<file path="src/rtl/ipv6w_pkg.sv">
// Package for the IPv6 extension header walker.
// Holds the verdict and phase types, header type codes and byte positions.
// No dependencies.
`timescale 1ns / 1ps
`default_nettype none

package ipv6w_pkg;

    // Default width of the packet byte counter.
    localparam int COUNT_BITS_DEF = 17;

    // Result field widths.
    localparam int OFFSET_BITS   = 17;
    localparam int EXT_CNT_BITS  = 13;
    localparam logic [EXT_CNT_BITS-1:0] EXT_CNT_MAX = '1;

    // Next-header type codes.
    localparam logic [7:0] HDR_HOP_BY_HOP = 8'd0;
    localparam logic [7:0] HDR_TCP        = 8'd6;
    localparam logic [7:0] HDR_ROUTING    = 8'd43;
    localparam logic [7:0] HDR_FRAGMENT   = 8'd44;
    localparam logic [7:0] HDR_DEST_OPTS  = 8'd60;

    // Version nibble of an IPv6 packet.
    localparam logic [3:0] VERSION_IPV6 = 4'd6;

    // Byte positions inside the fixed header.
    localparam int IDX_VERSION    = 0;
    localparam int IDX_PLEN_HI    = 4;
    localparam int IDX_PLEN_LO    = 5;
    localparam int IDX_NEXT_HDR   = 6;
    localparam int FIXED_HDR_LEN  = 40;
    localparam int IDX_FIXED_LAST = FIXED_HDR_LEN - 1;

    // Every chain header is looked at once its first eight bytes are in.
    localparam int EXT_UNIT_SHIFT = 3;
    localparam int EXT_LAST_BYTE  = 7;

    // Verdict codes.
    typedef enum logic [2:0] {
        V_OK        = 3'd0,
        V_TRUNC     = 3'd1,
        V_VERSION   = 3'd2,
        V_PAYLOAD   = 3'd3,
        V_FRAGMENT  = 3'd4,
        V_UNSUP     = 3'd5
    } t_verdict;

    // Parser phases.
    typedef enum logic [2:0] {
        PH_FIXED     = 3'd0,
        PH_HDR       = 3'd1,
        PH_LEN       = 3'd2,
        PH_TAIL_SKIP = 3'd3,
        PH_TAIL_STOP = 3'd4,
        PH_DONE      = 3'd5
    } t_phase;

    // One result word.
    typedef struct packed {
        t_verdict                 verdict;
        logic [OFFSET_BITS-1:0]   tcp_offset;
        logic [EXT_CNT_BITS-1:0]  ext_header_count;
    } t_result;

endpackage

`default_nettype wire

</file>
<file path="src/rtl/ipv6w_in_stage.sv">
// Input register of the IPv6 extension header walker.
// Holds one packet byte and its end mark until the parser takes it.
// Depends on nothing but its ports.
`timescale 1ns / 1ps
`default_nettype none

module ipv6w_in_stage (
    input  wire logic       i_clk,
    input  wire logic       i_rst_n,
    input  wire logic       i_valid,
    output logic            o_stall,
    input  wire logic [7:0] i_data_byte,
    input  wire logic       i_end_of_packet,
    input  wire logic       i_take,
    output logic            o_valid,
    output logic [7:0]      o_data_byte,
    output logic            o_end_of_packet
);

    logic       r_valid;
    logic       n_valid;
    logic [7:0] r_data_byte;
    logic       r_eop;
    logic       w_accept;

    // The register is free when empty or when its word leaves this cycle.
    assign o_stall  = r_valid && !i_take;
    assign w_accept = i_valid && !o_stall;
    assign n_valid  = w_accept || (r_valid && !i_take);

    always_ff @(posedge i_clk) begin
        if (!i_rst_n) begin
            r_valid <= 1'b0;
        end else begin
            r_valid <= n_valid;
        end
    end

    // Payload needs no reset.
    always_ff @(posedge i_clk) begin
        if (w_accept) begin
            r_data_byte <= i_data_byte;
            r_eop       <= i_end_of_packet;
        end
    end

    assign o_valid         = r_valid;
    assign o_data_byte     = r_data_byte;
    assign o_end_of_packet = r_eop;

endmodule

`default_nettype wire

</file>
<file path="src/rtl/ipv6w_parse.sv">
// Header chain parser of the IPv6 extension header walker.
// Keeps the per-packet state and forms the verdict on the final byte.
// Depends on ipv6w_pkg.
`timescale 1ns / 1ps
`default_nettype none

module ipv6w_parse #(
    parameter int COUNT_BITS = ipv6w_pkg::COUNT_BITS_DEF
) (
    input  wire logic       i_clk,
    input  wire logic       i_rst_n,
    input  wire logic       i_en,
    input  wire logic [7:0] i_data_byte,
    input  wire logic       i_end_of_packet,
    output logic            o_result_valid,
    output ipv6w_pkg::t_result o_result
);

    import ipv6w_pkg::*;

    localparam int SUM_W = COUNT_BITS + 1;
    localparam int WIDE_W = COUNT_BITS + OFFSET_BITS;
    localparam logic [COUNT_BITS-1:0] COUNT_MAX = '1;

    logic [COUNT_BITS-1:0]   r_byte_count, n_byte_count;
    t_phase                  r_phase, n_phase;
    logic [7:0]              r_next_header, n_next_header;
    logic [15:0]             r_payload_length, n_payload_length;
    logic [COUNT_BITS-1:0]   r_ext_start, n_ext_start;
    t_verdict                r_walk_result, n_walk_result;
    logic [COUNT_BITS-1:0]   r_tcp_start, n_tcp_start;
    logic [EXT_CNT_BITS-1:0] r_ext_count, n_ext_count;
    logic                    r_version_bad, n_version_bad;

    logic [COUNT_BITS-1:0]   w_idx;
    logic [SUM_W-1:0]        w_idx_ext;
    logic [SUM_W-1:0]        w_start_ext;
    logic [SUM_W-1:0]        w_next_start;
    logic [11:0]             w_hdr_bytes;
    logic [SUM_W-1:0]        w_plen_end;
    logic [WIDE_W-1:0]       w_tcp_wide;
    t_verdict                w_verdict;

    // Next-state logic for one byte, then the verdict from the updated state.
    always_comb begin
        n_byte_count     = r_byte_count;
        n_phase          = r_phase;
        n_next_header    = r_next_header;
        n_payload_length = r_payload_length;
        n_ext_start      = r_ext_start;
        n_walk_result    = r_walk_result;
        n_tcp_start      = r_tcp_start;
        n_ext_count      = r_ext_count;
        n_version_bad    = r_version_bad;

        w_idx        = r_byte_count;
        w_idx_ext    = {1'b0, r_byte_count};
        w_start_ext  = {1'b0, r_ext_start};
        w_hdr_bytes  = {3'b000, ({1'b0, i_data_byte} + 9'd1)} << EXT_UNIT_SHIFT;
        w_next_start = w_start_ext + SUM_W'(w_hdr_bytes);

        // A saturated counter stops the parse.
        if (w_idx != COUNT_MAX) begin
            n_byte_count = w_idx + 1'b1;
            case (r_phase)
                PH_FIXED: begin
                    if (w_idx == COUNT_BITS'(IDX_VERSION)) begin
                        n_version_bad = (i_data_byte[7:4] != VERSION_IPV6);
                    end
                    if (w_idx == COUNT_BITS'(IDX_PLEN_HI)) begin
                        n_payload_length[15:8] = i_data_byte;
                    end
                    if (w_idx == COUNT_BITS'(IDX_PLEN_LO)) begin
                        n_payload_length[7:0] = i_data_byte;
                    end
                    if (w_idx == COUNT_BITS'(IDX_NEXT_HDR)) begin
                        n_next_header = i_data_byte;
                    end
                    if (w_idx == COUNT_BITS'(IDX_FIXED_LAST)) begin
                        if (r_next_header == HDR_TCP) begin
                            n_walk_result = V_OK;
                            n_tcp_start   = COUNT_BITS'(FIXED_HDR_LEN);
                            n_phase       = PH_DONE;
                        end else begin
                            n_phase = PH_HDR;
                        end
                    end
                end
                PH_HDR: begin
                    if (w_idx == r_ext_start) begin
                        if (r_next_header inside {HDR_HOP_BY_HOP, HDR_DEST_OPTS,
                                                  HDR_ROUTING}) begin
                            n_next_header = i_data_byte;
                            n_phase       = PH_LEN;
                        end else begin
                            n_phase = PH_TAIL_STOP;
                        end
                    end
                end
                PH_LEN: begin
                    if (w_idx_ext == w_start_ext + SUM_W'(1)) begin
                        // Start of the following header, saturated to the counter range.
                        if (w_next_start[COUNT_BITS]) begin
                            n_tcp_start = COUNT_MAX;
                        end else begin
                            n_tcp_start = w_next_start[COUNT_BITS-1:0];
                        end
                        n_phase = PH_TAIL_SKIP;
                    end
                end
                PH_TAIL_SKIP: begin
                    if (w_idx_ext == w_start_ext + SUM_W'(EXT_LAST_BYTE)) begin
                        if (r_ext_count != EXT_CNT_MAX) begin
                            n_ext_count = r_ext_count + 1'b1;
                        end
                        n_ext_start = r_tcp_start;
                        if (r_next_header == HDR_TCP) begin
                            n_walk_result = V_OK;
                            n_phase       = PH_DONE;
                        end else begin
                            n_phase = PH_HDR;
                        end
                    end
                end
                PH_TAIL_STOP: begin
                    if (w_idx_ext == w_start_ext + SUM_W'(EXT_LAST_BYTE)) begin
                        n_walk_result = (r_next_header == HDR_FRAGMENT) ? V_FRAGMENT
                                                                        : V_UNSUP;
                        n_phase       = PH_DONE;
                    end
                end
                default: begin
                end
            endcase
        end

        // Verdict priority: length, version, payload length, chain outcome.
        w_plen_end = SUM_W'(n_payload_length) + SUM_W'(FIXED_HDR_LEN);
        if (n_byte_count < COUNT_BITS'(FIXED_HDR_LEN)) begin
            w_verdict = V_TRUNC;
        end else if (n_version_bad) begin
            w_verdict = V_VERSION;
        end else if (w_plen_end > {1'b0, n_byte_count}) begin
            w_verdict = V_PAYLOAD;
        end else begin
            w_verdict = n_walk_result;
        end
        w_tcp_wide = WIDE_W'(n_tcp_start);

        o_result.verdict          = w_verdict;
        o_result.tcp_offset       = (w_verdict == V_OK) ? w_tcp_wide[OFFSET_BITS-1:0]
                                                        : '0;
        o_result.ext_header_count = n_ext_count;

        // The final byte returns everything to its reset value.
        if (i_end_of_packet) begin
            n_byte_count     = '0;
            n_phase          = PH_FIXED;
            n_next_header    = '0;
            n_payload_length = '0;
            n_ext_start      = COUNT_BITS'(FIXED_HDR_LEN);
            n_walk_result    = V_TRUNC;
            n_tcp_start      = '0;
            n_ext_count      = '0;
            n_version_bad    = 1'b0;
        end
    end

    assign o_result_valid = i_en && i_end_of_packet;

    // State registers, advanced once per processed byte.
    always_ff @(posedge i_clk) begin
        if (!i_rst_n) begin
            r_byte_count     <= '0;
            r_phase          <= PH_FIXED;
            r_next_header    <= '0;
            r_payload_length <= '0;
            r_ext_start      <= COUNT_BITS'(FIXED_HDR_LEN);
            r_walk_result    <= V_TRUNC;
            r_tcp_start      <= '0;
            r_ext_count      <= '0;
            r_version_bad    <= 1'b0;
        end else if (i_en) begin
            r_byte_count     <= n_byte_count;
            r_phase          <= n_phase;
            r_next_header    <= n_next_header;
            r_payload_length <= n_payload_length;
            r_ext_start      <= n_ext_start;
            r_walk_result    <= n_walk_result;
            r_tcp_start      <= n_tcp_start;
            r_ext_count      <= n_ext_count;
            r_version_bad    <= n_version_bad;
        end
    end

endmodule

`default_nettype wire

</file>
<file path="src/rtl/ipv6w_out_stage.sv">
// Output register of the IPv6 extension header walker.
// Holds one verdict word until the downstream side takes it.
// Depends on ipv6w_pkg.
`timescale 1ns / 1ps
`default_nettype none

module ipv6w_out_stage (
    input  wire logic                i_clk,
    input  wire logic                i_rst_n,
    input  wire logic                i_load,
    input  wire ipv6w_pkg::t_result  i_result,
    output logic                     o_free,
    output logic                     o_valid,
    input  wire logic                i_stall,
    output ipv6w_pkg::t_result       o_result
);

    import ipv6w_pkg::*;

    logic    r_valid;
    logic    n_valid;
    t_result r_result;

    // Free when empty or when the held word is taken this cycle.
    assign o_free  = !r_valid || !i_stall;
    assign n_valid = i_load || (r_valid && i_stall);

    always_ff @(posedge i_clk) begin
        if (!i_rst_n) begin
            r_valid <= 1'b0;
        end else begin
            r_valid <= n_valid;
        end
    end

    always_ff @(posedge i_clk) begin
        if (i_load) begin
            r_result <= i_result;
        end
    end

    assign o_valid  = r_valid;
    assign o_result = r_result;

endmodule

`default_nettype wire

</file>
<file path="src/rtl/ipv6_extension_header_walker_top.sv">
// Top level of the IPv6 extension header walker.
// Depends on ipv6w_pkg, ipv6w_in_stage, ipv6w_parse and ipv6w_out_stage.
//
//   channel | valid        | stall        | payload
//   --------+--------------+--------------+------------------------------------------
//   input   | i_in_valid   | o_in_stall   | i_data_byte, i_end_of_packet
//   output  | o_out_valid  | i_out_stall  | o_verdict, o_tcp_offset, o_ext_header_count
//
// One byte is taken per cycle while the result register is free. The final byte
// passes the input register; its verdict word is then held in the result register.
// Reset is synchronous and active low and starts the parser at the fixed header.
// A stalled verdict holds the parser; the input register still takes one more byte.
`timescale 1ns / 1ps
`default_nettype none

module ipv6_extension_header_walker_top #(
    parameter int COUNT_BITS = ipv6w_pkg::COUNT_BITS_DEF
) (
    input  wire logic        i_clk,
    input  wire logic        i_rst_n,
    input  wire logic        i_in_valid,
    output logic             o_in_stall,
    input  wire logic [7:0]  i_data_byte,
    input  wire logic        i_end_of_packet,
    output logic             o_out_valid,
    input  wire logic        i_out_stall,
    output logic [2:0]       o_verdict,
    output logic [16:0]      o_tcp_offset,
    output logic [12:0]      o_ext_header_count
);

    import ipv6w_pkg::*;

    logic       w_byte_valid;
    logic [7:0] w_byte;
    logic       w_eop;
    logic       w_out_free;
    logic       w_take;
    logic       w_res_valid;
    t_result    w_res;
    t_result    w_out_res;

    // A byte moves into the parser only when the result register can take a verdict.
    assign w_take = w_byte_valid && w_out_free;

    ipv6w_in_stage u_in (
        .i_clk           (i_clk),
        .i_rst_n         (i_rst_n),
        .i_valid         (i_in_valid),
        .o_stall         (o_in_stall),
        .i_data_byte     (i_data_byte),
        .i_end_of_packet (i_end_of_packet),
        .i_take          (w_take),
        .o_valid         (w_byte_valid),
        .o_data_byte     (w_byte),
        .o_end_of_packet (w_eop)
    );

    ipv6w_parse #(
        .COUNT_BITS (COUNT_BITS)
    ) u_parse (
        .i_clk           (i_clk),
        .i_rst_n         (i_rst_n),
        .i_en            (w_take),
        .i_data_byte     (w_byte),
        .i_end_of_packet (w_eop),
        .o_result_valid  (w_res_valid),
        .o_result        (w_res)
    );

    ipv6w_out_stage u_out (
        .i_clk    (i_clk),
        .i_rst_n  (i_rst_n),
        .i_load   (w_res_valid),
        .i_result (w_res),
        .o_free   (w_out_free),
        .o_valid  (o_out_valid),
        .i_stall  (i_out_stall),
        .o_result (w_out_res)
    );

    assign o_verdict          = w_out_res.verdict;
    assign o_tcp_offset       = w_out_res.tcp_offset;
    assign o_ext_header_count = w_out_res.ext_header_count;

endmodule

`default_nettype wire

</file>
<file path="config.mk">
export PLATFORM = sky130hd
export DESIGN_NAME = ipv6_extension_header_walker_top
export DESIGN_NICKNAME = d
export VERILOG_FILES = /design/src/rtl/ipv6w_pkg.sv /design/src/rtl/ipv6w_in_stage.sv /design/src/rtl/ipv6w_parse.sv /design/src/rtl/ipv6w_out_stage.sv /design/src/rtl/ipv6_extension_header_walker_top.sv
export SDC_FILE = /design/constraint.sdc
export NUM_CORES = 1
export LEC_CHECK = 0
export ABC_AREA = 1
export BUFFER_PORTS_ARGS = -buffer_cell sky130_fd_sc_hd__buf_2
export CAP_MARGIN = 15
export CORE_MARGIN = 5
export CORE_UTILIZATION = 35
export CTS_CLUSTER_DIAMETER = 40
export DETAILED_ROUTE_END_ITERATION = 10
export PLACE_DENSITY_LB_ADDON = 0.12
export SLEW_MARGIN = 20
export SYNTH_ARGS = -nofsm -noshare
export SYNTH_HDL_FRONTEND = slang
export SYNTH_SLANG_ARGS = --single-unit
</file>
<file path="constraint.sdc">
create_clock -name i_clk -period 3.8 [get_ports i_clk]
set_clock_uncertainty 0.1 [all_clocks]
set_input_delay 0.19 -clock i_clk [delete_from_list [all_inputs] [get_ports i_clk]]
set_output_delay 0.19 -clock i_clk [all_outputs]
set_load 0.005 [all_outputs]
</file>
# Word level (Yosys, flattened, before mapping)
# Index checks and enable logic that the tools add are counted.
dict set report op_classes {
  addsub 7
  magnitude_cmp 2
  n_eq_ne 25
  muxes 54
  n_reduce_logical 25
}
# operator n
set op_table {}
lappend op_table {{17-bit 2-to-1 mux} 12}
lappend op_table {{13-bit 2-to-1 mux} 5}
lappend op_table {{8-bit 2-to-1 mux} 7}
lappend op_table {{3-bit 2-to-1 mux} 18}
lappend op_table {{17-bit by 3-bit equality test with 1-bit output (second input constant)} 3}
lappend op_table {{16-bit 2-to-1 mux} 3}
lappend op_table {{17-bit by 18-bit equality test with 1-bit output} 2}
lappend op_table {{17-bit one-hot mux with 2 select lines} 1}
lappend op_table {{8-bit by 6-bit equality test with 1-bit output (second input constant)} 3}
lappend op_table {{3-bit by 2-bit inequality test with 1-bit output (second input constant)} 7}
lappend op_table {{17-bit by 1-bit adder with 18-bit output (second input constant)} 1}
lappend op_table {{17-bit by 12-bit adder with 18-bit output} 1}
lappend op_table {{17-bit by 3-bit adder with 18-bit output (second input constant)} 1}
lappend op_table {{18-bit by 17-bit > comparator with 1-bit output} 1}
lappend op_table {{16-bit by 6-bit adder with 17-bit output (second input constant)} 1}
lappend op_table {{17-bit by 1-bit adder with 17-bit output (second input constant)} 1}
lappend op_table {{17-bit equality test} 1}
lappend op_table {{17-bit by 6-bit equality test with 1-bit output (second input constant)} 1}
lappend op_table {{17-bit zero test} 1}
lappend op_table {{17-bit by 6-bit less-than comparator with 1-bit output (second input constant)} 1}
lappend op_table {{17-bit inequality test (second input constant)} 1}
lappend op_table {{8-bit one-hot mux with 2 select lines} 1}
lappend op_table {{3-bit one-hot mux with 5 select lines} 1}
lappend op_table {{13-bit by 1-bit adder with 13-bit output (second input constant)} 1}
lappend op_table {{other kinds (20)} 38}
dict set report word_totals {
  regBits 139
  in_bits 13
  output_inout_bits 35
  wordCells 129
}

# Longest topological paths before layout
dict set report logic_depth {
  ltp_word 10
  ltp_mapped 28
  mapped_depth_nobuf 26
}

# Modules after synthesis
# Synthesis repeated with hierarchy kept, for this count alone.
dict set report unflattened {
  cells_unflattened 1538
  area_unflattened_um2 10148.5
}
# module instances cells_each area_per_inst_um2 seq_area_each_um2
set modules_own_cells {}
lappend modules_own_cells {ipv6w_parse 1 1481 8787.2 1901.8}
lappend modules_own_cells {ipv6w_out_stage 1 38 1033.5 1011.0}
lappend modules_own_cells {ipv6w_in_stage 1 17 320.3 290.3}
lappend modules_own_cells {ipv6_extension_header_walker_top 1 2 7.5 0.0}

# Worst setup path after synthesis
# Ideal clock, no wire load.
dict set report synth_path {
  path_type {register -> register}
  from {reg u_parse.r_byte_count[11]}
  to {reg u_out.r_result (netlist bit u_out.o_result[20]), data pin}
  setup_ps 256
  arrival_time_ps 3695
  required_time_ps 3444
  slack_ps -251
  stages_incl_launch_ff 28
  path_buffers 3
  synth_period_minus_slack_ps 4051
  cell_sequence {dfxtp_1 buf_4 nor2_1 nand3_1 nor2_2 nand4_1 buf_4 nand2_1 o21ai_1 inv_1 ha_1 inv_1 nand2_1 nand2_1 nor3_2 nand4_1 nor3_2 xor2_1 ha_1 nand2_1 nor2_1 a211oi_1 nand3_1 a21oi_1 nand3_1 nand2_4 buf_6 nor3_2}
}
dict set report synth_between {
  elab_chain_cells 10
  word_cells_on_any_way 32
  classes_between {2 x add/sub; 2 x order compare; 6 x eq/ne; 20 x mux; 2 x reduce/logical}
}
# element line
set synth_rtl {}
lappend synth_rtl {{from (decl)} ipv6w_parse.sv:25} ;# logic [COUNT_BITS-1:0] r_byte_count, n_byte_count;
lappend synth_rtl {{from (signal assigned)} ipv6w_parse.sv:184} ;# r_byte_count <= n_byte_count;
lappend synth_rtl {{17-bit by 3-bit equality test with 1-bit output, on equally long branches} {ipv6w_parse.sv:73, ipv6w_parse.sv:70}}
lappend synth_rtl {{8-bit 2-to-1 mux, on equally long branches} {ipv6w_parse.sv:73, ipv6w_parse.sv:70}}
lappend synth_rtl {{16-bit 2-to-1 mux} ipv6w_parse.sv:65} ;# case (r_phase)
lappend synth_rtl {{16-bit 2-to-1 mux} ipv6w_parse.sv:63} ;# if (w_idx != COUNT_MAX) begin
lappend synth_rtl {{16-bit by 6-bit adder with 17-bit output} ipv6w_parse.sv:138} ;# w_plen_end = SUM_W'(n_payload_length) + SUM_W'(FIXED_HDR_LEN);
lappend synth_rtl {{18-bit by 17-bit > comparator with 1-bit output} ipv6w_parse.sv:143} ;# end else if (w_plen_end > {1'b0, n_byte_count}) begin
lappend synth_rtl {{3-bit 2-to-1 mux} ipv6w_parse.sv:143}
lappend synth_rtl {{3-bit 2-to-1 mux} ipv6w_parse.sv:141} ;# end else if (n_version_bad) begin
lappend synth_rtl {{3-bit 2-to-1 mux} ipv6w_parse.sv:139} ;# if (n_byte_count < COUNT_BITS'(FIXED_HDR_LEN)) begin
lappend synth_rtl {{3-bit zero test} ipv6w_parse.sv:151} ;# o_result.tcp_offset = (w_verdict == V_OK) ? w_tcp_wide[OFFSET_BITS-1:0]
lappend synth_rtl {{to (signal assigned)} ipv6w_out_stage.sv:38} ;# r_result <= i_result;
lappend synth_rtl {{to (decl)} ipv6w_out_stage.sv:22} ;# t_result r_result;
# Parallel ways exist; a longest one is shown, timed or not.
# A chain may end at the register's enable or synchronous reset.

# Worst setup path in the final report
dict set report layout_path {
  from {reg u_parse.r_byte_count[6]}
  to {reg u_parse.r_payload_length[4]}
}
dict set report layout_between {
  elab_chain_cells 5
  word_cells_on_any_way 6
  classes_between {2 x eq/ne; 4 x mux}
}
# element line
set layout_rtl {}
lappend layout_rtl {{17-bit by 3-bit equality test with 1-bit output} ipv6w_parse.sv:73} ;# if (w_idx == COUNT_BITS'(IDX_PLEN_LO)) begin
lappend layout_rtl {{8-bit 2-to-1 mux} ipv6w_parse.sv:73}
lappend layout_rtl {{16-bit 2-to-1 mux} ipv6w_parse.sv:65}
lappend layout_rtl {{16-bit 2-to-1 mux *} ipv6w_parse.sv:63}
lappend layout_rtl {{16-bit 2-to-1 mux *} ipv6w_parse.sv:156} ;# if (i_end_of_packet) begin
lappend layout_rtl {{to (signal assigned)} ipv6w_parse.sv:187} ;# r_payload_length <= n_payload_length;
lappend layout_rtl {{to (decl)} ipv6w_parse.sv:28} ;# logic [15:0] r_payload_length, n_payload_length;
# Every way passes the cells marked *; elsewhere a longest branch is shown, timed or not.

==> results.py <==
metrics = {
    "placed_design": {
        "dp_slack_ns": -0.417,
        "place_congestion": 0.949,
        "io_buffers": 47,
        "dp_hpwl_um": 24900,
    },
    "drt": {
        "drc": 0,
        "via_per_inst": 4.94,
        "wire_per_inst_um": 16.3,
        "vias": 10413,
        "dr.pass1.iters": 5,
        "antenna_left": 0,
        "drt_wl_total_um": 34400,
        "drt_iter0_markers": 711,
    },
    "synth": {
        "ys_types": 50,
        "synth-seq-cells": 139,
        "syn_area_sq_um": 10000,
        "syn-num-nets": 1544,
        "synth_enable_flop_cells": 42,
        "async_reset_ff_share_pct": 0,
        "yosysWarnings": 0,
        "synth-main-ff-cell": "dfxtp_1",
        "synth.area.top_cells": "dfxtp_1 (19%), nand2_1 (15%), edfxtp_1 (13%)",
        "ys_seq_area_share_pct": 32.0,
        "syn_inst": 1495,
        "avgSynthCellArea_sq_um": 6.70,
        "synth_top_area_share_pct": 19.4,
        "synth_area_leader_cell": "dfxtp_1",
    },
    "power_and_ir_drop": {
        "p_sw_mw": 1.14,
        "p_per_area_nw_per_um2": 287,
        "switching_share_pct": 30.5,
        "power.leakage_nw": 6.02,
        "share_seq_of_total_power_pct": 42.4,
        "vdd_drop_max_mv": 0.249,
        "p_int_mw": 2.58,
        "p_comb_share_pct": 11.7,
        "clock_power_share_pct": 45.9,
    },
    "sta": {
        "slew_violations": 0,
        "worst_pin_slew_ns": 0.724,
        "fin_crit_ns": 4.18,
        "fmax_ghz": 0.239,
        "fin_crit_sh_pct": 110,
        "final.setup.worst_slack_ns": -0.384,
        "hold_viol": 0,
        "rsz0062_at_grt": "true",
        "setup_viol": 21,
        "relSlewSlack_pct": 51.4,
    },
    "final_layout": {
        "final_core_util_pct": 45.5,
        "synthToLayoutAreaGrowth_pct": 29.4,
        "layout_commonest_cell": "nand2_1",
        "diodes": 0,
        "nets": 1758,
        "layout_common_cells": "nand2_1 (379), inv_1 (191), buf_4 (174)",
        "drive_above_1_share_pct": 22.7,
    },
    "critical_path": {
        "r2r_cells": 31,
        "reg2reg_setup_slack_ns": -0.38,
        "cp_slowest_cell": "dfxtp_2",
        "crit_top_cell": "buf_4",
        "critPathArrivalTime_ns": 4.41,
        "criticalPathCategory": "reg -> reg",
        "critPathRequiredTime_ns": 4.02,
        "startpoint_type": "flop",
        "timing.rr.end": "u_parse.r_payload_length[4]",
        "cp-end-kind": "flop",
        "max_stage_delay_ns": 0.34,
        "crit_start": "u_parse.r_byte_count[6]",
        "cp_max_fo": 6,
        "worstReg2RegStart": "u_parse.r_byte_count[6]",
    },
    "global_route": {
        "track_usage_pct": 21.4,
        "grt-ovfl-total": 0,
        "grt_max_degree": 46,
        "grt_pass1_vias": 10102,
        "grt_pass1_wl_um": 53800,
        "antenna_found_initial": 0,
    },
    "cts": {
        "clk_pin_slew_ns": 0.08,
        "cts-htree-levels": 4,
        "worstSkewPairLatency_ns": 0.43,
        "cts_buffers": 17,
        "cts.sinks": 139,
        "tritoncts": "yes",
        "cts.path.max_buffers": 2,
        "root_buffer": "clkbuf_16",
    },
    "floorplan": {
        "initial_core_util_pct": 35.2,
        "die_h_um": 179,
        "fp.dieW_um": 179,
        "die_area_sq_um": 32100,
        "ios": 48,
        "std_cell_rows": 62,
        "core_area_sq_um": 28500,
    },
    "outcome": {
        "status": "finished with violations",
        "violations": "negative setup slack",
    },
    "worst_hold_path": {
        "hold_depth": 5,
        "hold_end": "u_out.o_valid",
        "min_path_type": "in -> reg",
        "hold_start": "i_out_stall",
    },
    "flow_run": {
        "cap_violations": 0,
    },
}
-- how the worst max path moves through the flow --
stage	end
2_1_floorplan	u_out.o_result[20]
3_3_place_gp	u_out.o_result[19]
3_5_place_dp	u_out.o_result[17]
4_1_cts	u_out.o_result[13]
5_1_grt	u_out.o_result[14]
6_report	u_parse.r_payload_length[4]
-- cell type report --
| class | instances | area [sq um] |
|---|---|---|
| clock buffers | 17 | 425 |
| clock inverters | 15 | 179 |
| fillers | 2939 | 15500 |
| inverters | 207 | 779 |
| multi-input cells | 1104 | 6140 |
| flip-flops and latches | 139 | 3210 |
| well taps | 384 | 480 |
| repair buffers | 240 | 1750 |
-- power by group through the flow --
stage / Combinational, mW / Clock (mW) / Sequential [mW]
floorplan: 0.248 / 0 / 1.60
global placement: 0.390 / 0 / 1.61
detailed placement: 0.390 / 0 / 1.61
CTS: 0.404 / 1.74 / 1.58
global route: 0.476 / 1.81 / 1.58
finish: 0.434 / 1.71 / 1.58
-- layer usage --
layer | wire length, um | track usage, %
met5 | 0 | 0
met4 | 734 | 5.71
met3 | 1400 | 2.59
met2 | 16400 | 36.8
met1 | 15900 | 28.6
-- critical path: cells and delay by family (launching register included) --
family	cells	cell delay, ns
compound gates	2	0.19
buf+inv	24	2.95
flops	1	0.34
simple gates	5	0.53
-- synthesized netlist by cell type (all sizes together) (4+ instances only) --
library cell,instances
a21oi,113
nor2,190
nor3,44
nand4,31
dfxtp,97
o22ai,9
clkbuf,24
o21bai,14
nand2,407
edfxtp,42
a211oi,10
nand3,98
clkinv,4
xor2,58
ha,35
xnor2,11
inv,203
o21ai,53
buf,24
o211ai,6
-- registers in the layout, summed over array words and instances, names as in the netlist --
signal / cells
u_out.o_result: 33
u_parse.r_byte_count: 17
u_parse.r_ext_start: 17
u_parse.r_tcp_start: 17
u_parse.r_payload_length: 16
u_parse.r_ext_count: 13
u_in.o_data_byte: 8
u_parse.r_next_header: 8
u_parse.r_phase: 3
u_parse.r_walk_result: 3
u_in.o_end_of_packet: 1
u_in.o_valid: 1
u_out.o_valid: 1
u_parse.r_version_bad: 1
-- repair_timing --
item                                    in CTS  in global routing
setup buffers                               59                  7
endpoints found under the setup margin      20                 32
hold buffers                                10                  0
resized for setup                           42                 46
hold endpoints to repair                    10                  0
pin swaps                                   32                 26
gates cloned                                 2                  2
-- cell families (layout without fill, tap and decap cells) --
group	count (synthesis)	in the layout	share of synthesized area, %
mux	4	4	0.412
fa+ha+maj	36	36	4.57
flops	139	139	32.0
buf+inv	255	479	10.2
xor+xnor	69	69	6.11
simple gates	780	783	34.9
compound gates	212	212	11.8
-- through the flow --
step	instances	TNS (ns)	power [mW]	instance area [sq um]	hold WS (ns)
CTS	2100	-4.48	3.72	12700	0.0125
floorplan	1495	-2.57	1.85	10100	0.189
finish	2106	-7.27	3.72	13000	0.0174
detailed placement	1997	-6.83	2.00	11400	0.268
global route	2106	-11.15	3.87	13000	0.0413
global placement	1997	-6.09	2.00	11400	0.267
(Power assumes the default switching activity.)
